`src/hdl/jsrr_pkg.sv`:
```
// Shared constants for the job slot table with round-robin pickup.
// Used by jsrr_store and job_slot_table_round_robin; depends on nothing.

package jsrr_pkg;

  // Table geometry
  localparam int unsigned SLOTS    = 32;
  localparam int unsigned JOB_BITS = 64;
  localparam int unsigned SLOT_W   = $clog2(SLOTS);
  localparam int unsigned CNT_W    = $clog2(SLOTS + 1);

  // Stream field widths
  localparam int unsigned JOB_W    = 64;
  localparam int unsigned PEND_W   = 6;
  localparam int unsigned OUT_W    = 1 + JOB_W + 1 + PEND_W;

  // Command codes carried on the input tuser
  localparam logic CMD_DISPATCH = 1'b0;
  localparam logic CMD_SEARCH   = 1'b1;

endpackage

```
`src/hdl/job_slot_table_round_robin.sv`:
```
// Top level of the job slot table with round-robin pickup.
// Depends on jsrr_pkg and instantiates jsrr_store.
//   Input beats arrive on the s_axis group: tuser selects dispatch (0) or
//   search (1), tdata carries the job word. Each beat yields exactly one
//   result beat on the m_axis group (found, job word, accepted, pending
//   job count).
//   A dispatch stores its job word in the lowest-numbered empty slot; a
//   search walks the slots round-robin from the one after the slot taken
//   last, frees the first busy slot and returns its job word.
//   A small sequencer tests one slot per cycle with a shared index
//   incrementer and busy-bit compare. An item stops at the k-th slot
//   examined (k = 1..32, or 32 on a full or empty table); a search that
//   hits passes through an extra read state since the job memory read is
//   registered. s_axis_tready is high only while the sequencer is idle, so
//   a new item is taken only once the last one has left the sequencer.
//   The result sits in an output register; the next item is taken while
//   it waits, and a stalled receiver only holds the sequencer once that
//   next item has finished. Reset empties every slot, clears the count and
//   sets the slot taken last to the highest slot, so the first search starts at slot 0.

module job_slot_table_round_robin (
  input  logic                        clk_i,
  input  logic                        rst_ni,
  input  logic                        s_axis_tvalid,
  output logic                        s_axis_tready,
  // tdata: [63:0] job_in
  input  logic [jsrr_pkg::JOB_W-1:0]  s_axis_tdata,
  // tuser: [0] cmd
  input  logic                        s_axis_tuser,
  output logic                        m_axis_tvalid,
  input  logic                        m_axis_tready,
  // tdata: [0] found, [64:1] job_out, [65] accepted, [71:66] pending_jobs
  output logic [jsrr_pkg::OUT_W-1:0]  m_axis_tdata
);

  typedef enum logic [1:0] {
    ST_IDLE,
    ST_SCAN,
    ST_READ,
    ST_DONE
  } state_e;

  state_e                            state_q;
  logic [jsrr_pkg::SLOT_W-1:0]       idx_q;
  logic [jsrr_pkg::SLOT_W-1:0]       steps_q;
  logic [jsrr_pkg::SLOT_W-1:0]       last_q;
  logic [jsrr_pkg::SLOTS-1:0]        busy_q;
  logic [jsrr_pkg::CNT_W-1:0]        count_q;
  logic                              cmd_q;
  logic [jsrr_pkg::JOB_BITS-1:0]     job_q;
  logic                              res_found_q;
  logic                              res_acc_q;
  logic                              out_valid_q;
  logic [jsrr_pkg::OUT_W-1:0]        out_data_q;

  logic                              hit;
  logic                              last_step;
  logic                              out_free;
  logic                              mem_we;
  logic                              mem_re;
  logic [jsrr_pkg::JOB_BITS-1:0]     mem_rdata;
  logic [jsrr_pkg::JOB_W-1:0]        job_out;

  // Step an index forward, wrapping at the slot count
  function automatic logic [jsrr_pkg::SLOT_W-1:0] next_slot(
    input logic [jsrr_pkg::SLOT_W-1:0] i
  );
    logic [jsrr_pkg::SLOT_W-1:0] r;
    if (i == jsrr_pkg::SLOT_W'(jsrr_pkg::SLOTS - 1)) begin
      r = '0;
    end else begin
      r = i + 1'b1;
    end
    return r;
  endfunction

  // Shared slot test: empty slot for dispatch, busy slot for search
  always_comb begin
    if (cmd_q == jsrr_pkg::CMD_SEARCH) begin
      hit = busy_q[idx_q];
    end else begin
      hit = !busy_q[idx_q];
    end
  end

  assign last_step = (steps_q == jsrr_pkg::SLOT_W'(jsrr_pkg::SLOTS - 1));
  assign out_free  = !out_valid_q || m_axis_tready;
  assign mem_we    = (state_q == ST_SCAN) && hit && (cmd_q == jsrr_pkg::CMD_DISPATCH);
  assign mem_re    = (state_q == ST_SCAN) && hit && (cmd_q == jsrr_pkg::CMD_SEARCH);
  assign job_out   = res_found_q ? jsrr_pkg::JOB_W'(mem_rdata) : '0;

  jsrr_store u_store (
    .clk_i   (clk_i),
    .we_i    (mem_we),
    .re_i    (mem_re),
    .addr_i  (idx_q),
    .wdata_i (job_q),
    .rdata_o (mem_rdata)
  );

  // Sequencer, slot state and output register
  always_ff @(posedge clk_i or negedge rst_ni) begin
    if (!rst_ni) begin
      state_q     <= ST_IDLE;
      idx_q       <= '0;
      steps_q     <= '0;
      last_q      <= jsrr_pkg::SLOT_W'(jsrr_pkg::SLOTS - 1);
      busy_q      <= '0;
      count_q     <= '0;
      cmd_q       <= jsrr_pkg::CMD_DISPATCH;
      job_q       <= '0;
      res_found_q <= 1'b0;
      res_acc_q   <= 1'b0;
      out_valid_q <= 1'b0;
      out_data_q  <= '0;
    end else begin
      // Load the result when it is done; drop it once the receiver takes it
      if ((state_q == ST_DONE) && out_free) begin
        out_valid_q <= 1'b1;
      end else if (m_axis_tready) begin
        out_valid_q <= 1'b0;
      end
      case (state_q)
        ST_IDLE: begin
          if (s_axis_tvalid) begin
            cmd_q       <= s_axis_tuser;
            job_q       <= s_axis_tdata[jsrr_pkg::JOB_BITS-1:0];
            steps_q     <= '0;
            res_found_q <= 1'b0;
            res_acc_q   <= 1'b0;
            if (s_axis_tuser == jsrr_pkg::CMD_SEARCH) begin
              idx_q <= next_slot(last_q);
            end else begin
              idx_q <= '0;
            end
            state_q <= ST_SCAN;
          end
        end
        ST_SCAN: begin
          if (hit) begin
            if (cmd_q == jsrr_pkg::CMD_SEARCH) begin
              busy_q[idx_q] <= 1'b0;
              last_q        <= idx_q;
              count_q       <= count_q - 1'b1;
              res_found_q   <= 1'b1;
              state_q       <= ST_READ;
            end else begin
              busy_q[idx_q] <= 1'b1;
              count_q       <= count_q + 1'b1;
              res_acc_q     <= 1'b1;
              state_q       <= ST_DONE;
            end
          end else if (last_step) begin
            state_q <= ST_DONE;
          end else begin
            idx_q   <= next_slot(idx_q);
            steps_q <= steps_q + 1'b1;
          end
        end
        ST_READ: begin
          // Wait for the registered job word
          state_q <= ST_DONE;
        end
        ST_DONE: begin
          if (out_free) begin
            out_data_q <= {jsrr_pkg::PEND_W'(count_q), res_acc_q, job_out, res_found_q};
            state_q    <= ST_IDLE;
          end
        end
        default: begin
          state_q <= ST_IDLE;
        end
      endcase
    end
  end

  assign s_axis_tready = (state_q == ST_IDLE);
  assign m_axis_tvalid = out_valid_q;
  assign m_axis_tdata  = out_data_q;

  // The pending count tracks the busy bits
  a_count_matches : assert property (@(posedge clk_i) disable iff (!rst_ni)
    count_q == jsrr_pkg::CNT_W'($countones(busy_q)))
    else $error("pending count differs from busy slots");

  // The scan never runs past one lap of the table
  a_scan_bounded : assert property (@(posedge clk_i) disable iff (!rst_ni)
    (state_q == ST_SCAN) |-> (steps_q <= jsrr_pkg::SLOT_W'(jsrr_pkg::SLOTS - 1)))
    else $error("slot scan overran the table");

  // A result never claims both a pickup and a dispatch
  a_one_kind : assert property (@(posedge clk_i) disable iff (!rst_ni)
    out_valid_q |-> !(out_data_q[0] && out_data_q[jsrr_pkg::JOB_W + 1]))
    else $error("result marks both found and accepted");

  // A search hit frees its slot and records it as taken last
  a_pickup_frees : assert property (@(posedge clk_i) disable iff (!rst_ni)
    mem_re |=> (!busy_q[$past(idx_q)] && last_q == $past(idx_q)))
    else $error("picked slot not freed");

endmodule

```
`src/hdl/jsrr_store.sv`:
```
// Job word memory: one port, write or registered read per cycle.
// Depends on jsrr_pkg for the slot count and job width.

module jsrr_store (
  input  logic                                 clk_i,
  input  logic                                 we_i,
  input  logic                                 re_i,
  input  logic [jsrr_pkg::SLOT_W-1:0]          addr_i,
  input  logic [jsrr_pkg::JOB_BITS-1:0]        wdata_i,
  output logic [jsrr_pkg::JOB_BITS-1:0]        rdata_o
);

  logic [jsrr_pkg::JOB_BITS-1:0] mem_q [jsrr_pkg::SLOTS];
  logic [jsrr_pkg::JOB_BITS-1:0] rdata_q;

  // Write a job word into its slot
  always_ff @(posedge clk_i) begin
    if (we_i) begin
      mem_q[addr_i] <= wdata_i;
    end
  end

  // Read a slot; hold the data until the next read
  always_ff @(posedge clk_i) begin
    if (re_i) begin
      rdata_q <= mem_q[addr_i];
    end
  end

  assign rdata_o = rdata_q;

endmodule
```
`config.mk`:
```
export PLATFORM = sky130hd
export DESIGN_NAME = job_slot_table_round_robin
export DESIGN_NICKNAME = d
export VERILOG_FILES = /design/src/hdl/jsrr_pkg.sv /design/src/hdl/job_slot_table_round_robin.sv /design/src/hdl/jsrr_store.sv
export SDC_FILE = /design/constraint.sdc
export NUM_CORES = 2
export LEC_CHECK = 0
export BUFFER_PORTS_ARGS = -buffer_cell sky130_fd_sc_hd__buf_2
export CAP_MARGIN = 15
export CORE_MARGIN = 4
export CORE_UTILIZATION = 58
export CTS_CLUSTER_SIZE = 40
export DETAILED_ROUTE_END_ITERATION = 8
export PLACE_DENSITY = 0.73
export SLEW_MARGIN = 20
export SYNTH_ARGS = -nofsm -noshare
export SYNTH_HDL_FRONTEND = slang
export SYNTH_SLANG_ARGS = --single-unit
```
`constraint.sdc`:
```
create_clock -name clk_i -period 7.1 [get_ports clk_i]
set_input_delay 1.065 -clock clk_i [delete_from_list [all_inputs] [get_ports clk_i]]
set_output_delay 1.065 -clock clk_i [all_outputs]
set_load 0.02 [all_outputs]
```
==> reports/results.ini <==
[status]
status = finished clean

[timing]
setup_viol = 0
rsz0062_at_grt = false
hold_viol = 0
max_freq_ghz = 0.180
slew_headroom_pct = 22.4
slew_violations = 0
fin_crit_sh_pct = 78.3
min_period_ps = 5560
tns_ps = 0
worst_pin_slew_ps = 1160
skew_ps = 55.1

[final_layout]
antennaDiodeCount = 0
drive_above_1_share_pct = 28.8
nets = 4222
area_delta_synth_final_pct = 12.3
n_fill_cell = 9228

[critical_path]
path_cells = nand2_1 > nor2_4 > a22oi_1 > nand4_1 > ha_1 > nor2b_1 > nand2_1 > or2_1 > nor2_4 > buf_4
crit_arrival_ps = 5980
critical_path_required_ps = 7520
path_depth = 10
cpLargestDelayFamily = simple AND/OR/NAND/NOR gates
cp-end-kind = register
worstPathMaxFanout = 44
max_stage_delay_ps = 810
cp-start-kind = register
cp_slowest_cell = buf_4
critPathBufInv = 1
worst-r2r-cell-count = 10
criticalPathCategory = register to register

[synth]
synth.yosys.seq_area_share_pct = 78.9
synth_top_area_cell = edfxtp_1
synth_flop_cell = edfxtp_1
synth_edf_count = 2112
synth.most_common_cell = edfxtp_1
ys_types = 45
ys_ff_latch = 2307
synth_area_leaders = edfxtp_1, mux4_2, dfrtp_1, a22oi_1, mux2_2
netlist_top_cells_count = edfxtp_1, mux4_2, a22oi_1
synth_nets = 3985
syn_area_per_cell_um2 = 22.2
yosysWarnings = 0
syn_inst = 3897
synthArstFlopShare_pct = 8.45
yosys.area.top_type_share_pct = 73.3
syn_area_um2 = 86500

[route]
wl_per_cell_um = 32.8
viasPerCell = 6.73
dr.pass1.iters = 5
drt_iter0_drc = 4992
vias = 42100
drcViolationCount = 0
routed_wl_mm = 205
ant_nets = 0

[grt]
antenna_found_initial = 2
grt_pass1_wl_mm = 300
grt.overflow.total = 0
grt_use_total_pct = 26.8
grt_pass1_vias = 42200
grt_max_degree = 145

[floorplanning]
start_util_pct = 58.5
fp.dieW_um = 394
dieArea_um2 = 155000
rows = 141
die_height_um = 394
core_um2 = 148000
io_pins = 143

[clock_tree]
clk_pin_slew_ps = 60
cts-buffers-inserted = 219
tritoncts = yes
ctsResizeCount = 0
clock-sinks = 2307
post_cts_buffers = 0
cts-root-buf = clkbuf_16
cts_buffer_depth = 3
htreeDepth = 4
cts_hold_buffers = 0
clk_latency_ps = 850

[placement]
dpl.hpwl_mm = 105
finalWeightedCongestion = 0.780
portBuffers = 142

[power]
powerDensity_nw_per_um2 = 400
ir_drop_v = 0.000381
leakage_nw = 31.1
totalPowerFinal_mw = 38.8

[flow_run]
drv_cap = 0

[worst_hold_path]
hp-class = input port to asynchronous set/reset pin

cell usage in the layout, fill, tap and decap left out, types with 18 or more instances in the layout:
cell and count:
a22oi_1 260, buf_2 141, buf_4 85, bufinv_16 19
clkbuf_1 48, clkbuf_16 222, clkbuf_8 25, clkinv_1 34
clkinv_2 45, dfrtp_1 169, dfrtp_2 18, edfxtp_1 2112
ha_1 18, mux2_2 78, mux4_2 520, nand2_1 145
nand4_1 65, nor2_4 34, o21ai_0 132
cells by family (layout without fill, tap and decap cells):
group | Yosys count | count (layout) | synth area share (%)
AND/OR/NAND/NOR | 307 | 307 | 1.68
multiplexers | 598 | 598 | 14.5
adder cells (fa/ha/maj) | 19 | 19 | 0.283
AO/OA/AOI/OAI | 424 | 424 | 3.27
flip-flops | 2307 | 2307 | 78.9
XOR/XNOR | 8 | 8 | 0.0810
buffers and inverters | 234 | 664 | 1.20
per-layer routing:
metal	wire length, um	GRT usage (%)
met1	78200	38.2
met2	98800	41.5
met3	22400	7.10
met4	5740	7.95
met5	0	0
report_power, final:
group	switching [mW]	internal (mW)	total (mW)
Sequential	2.14	17.5	19.7
Combinational	4.10	3.42	7.52
Clock	4.96	6.70	11.7
metrics by stage:
stage / hold WS (ps) / instance area [um2] / utilization [%] / std cells / setup slack, ps
after floorplan: 438 / 86500 / - / 3897 / 895
after global placement: 456 / 89900 / 60.7 / 5842 / 1780
after detailed placement: 465 / 89900 / 60.7 / 5842 / 1620
after CTS: 144 / 97100 / 65.6 / 6256 / 1560
after global routing: 191 / 97200 / 65.7 / 6257 / 1170
final: 163 / 97200 / 65.7 / 6257 / 1540
sequential cells by signal, indices dropped and copies added (netlist names), named ones only:
| signal | cells |
|---|---|
| cmd_q | 1 |
| res_found_q | 1 |
| m_axis_tvalid | 1 |
| res_acc_q | 1 |
| last_q | 5 |
| u_store.mem_q | 2048 |
| steps_q | 5 |
| m_axis_tdata | 72 |
| job_q | 64 |
| idx_q | 5 |
| u_store.rdata_o | 64 |
| state_q | 2 |
| count_q | 6 |
layout make-up:
| cell class | count | area [um2] | share of cell area [%] |
|---|---|---|---|
| flip-flops and latches | 2307 | 68300 | 70.3 |
| inverters | 8 | 30.0 | 0.0309 |
| clock inverters | 119 | 1170 | 1.21 |
| repair buffers | 242 | 1670 | 1.71 |
| clock buffers | 295 | 6080 | 6.26 |
| multi-input cells | 1356 | 17500 | 18.0 |
| well taps | 1930 | 2410 | 2.48 |
worst register-to-register path, cell delays in order (launching register included):
cell and delay [ps]:
dfrtp_1 700, nand2_1 210, nor2_4 710, a22oi_1 240, nand4_1 240, ha_1 360
nor2b_1 590, nand2_1 330, or2_1 670, nor2_4 240, buf_4 810
worst paths after layout:
path,from,end,slack (ps)
max in group asynchronous,rst_ni,idx_q[0],5760
min reg2reg,m_axis_tdata[40],m_axis_tdata[40],470
min,rst_ni,m_axis_tdata[8],160
max reg2reg,idx_q[3],u_store.mem_q[15][39],1540
max,idx_q[3],u_store.mem_q[15][39],1540
min in group clk_i,s_axis_tdata[15],job_q[15],440
No activity file was read; power rests on OpenSTA's default activity.
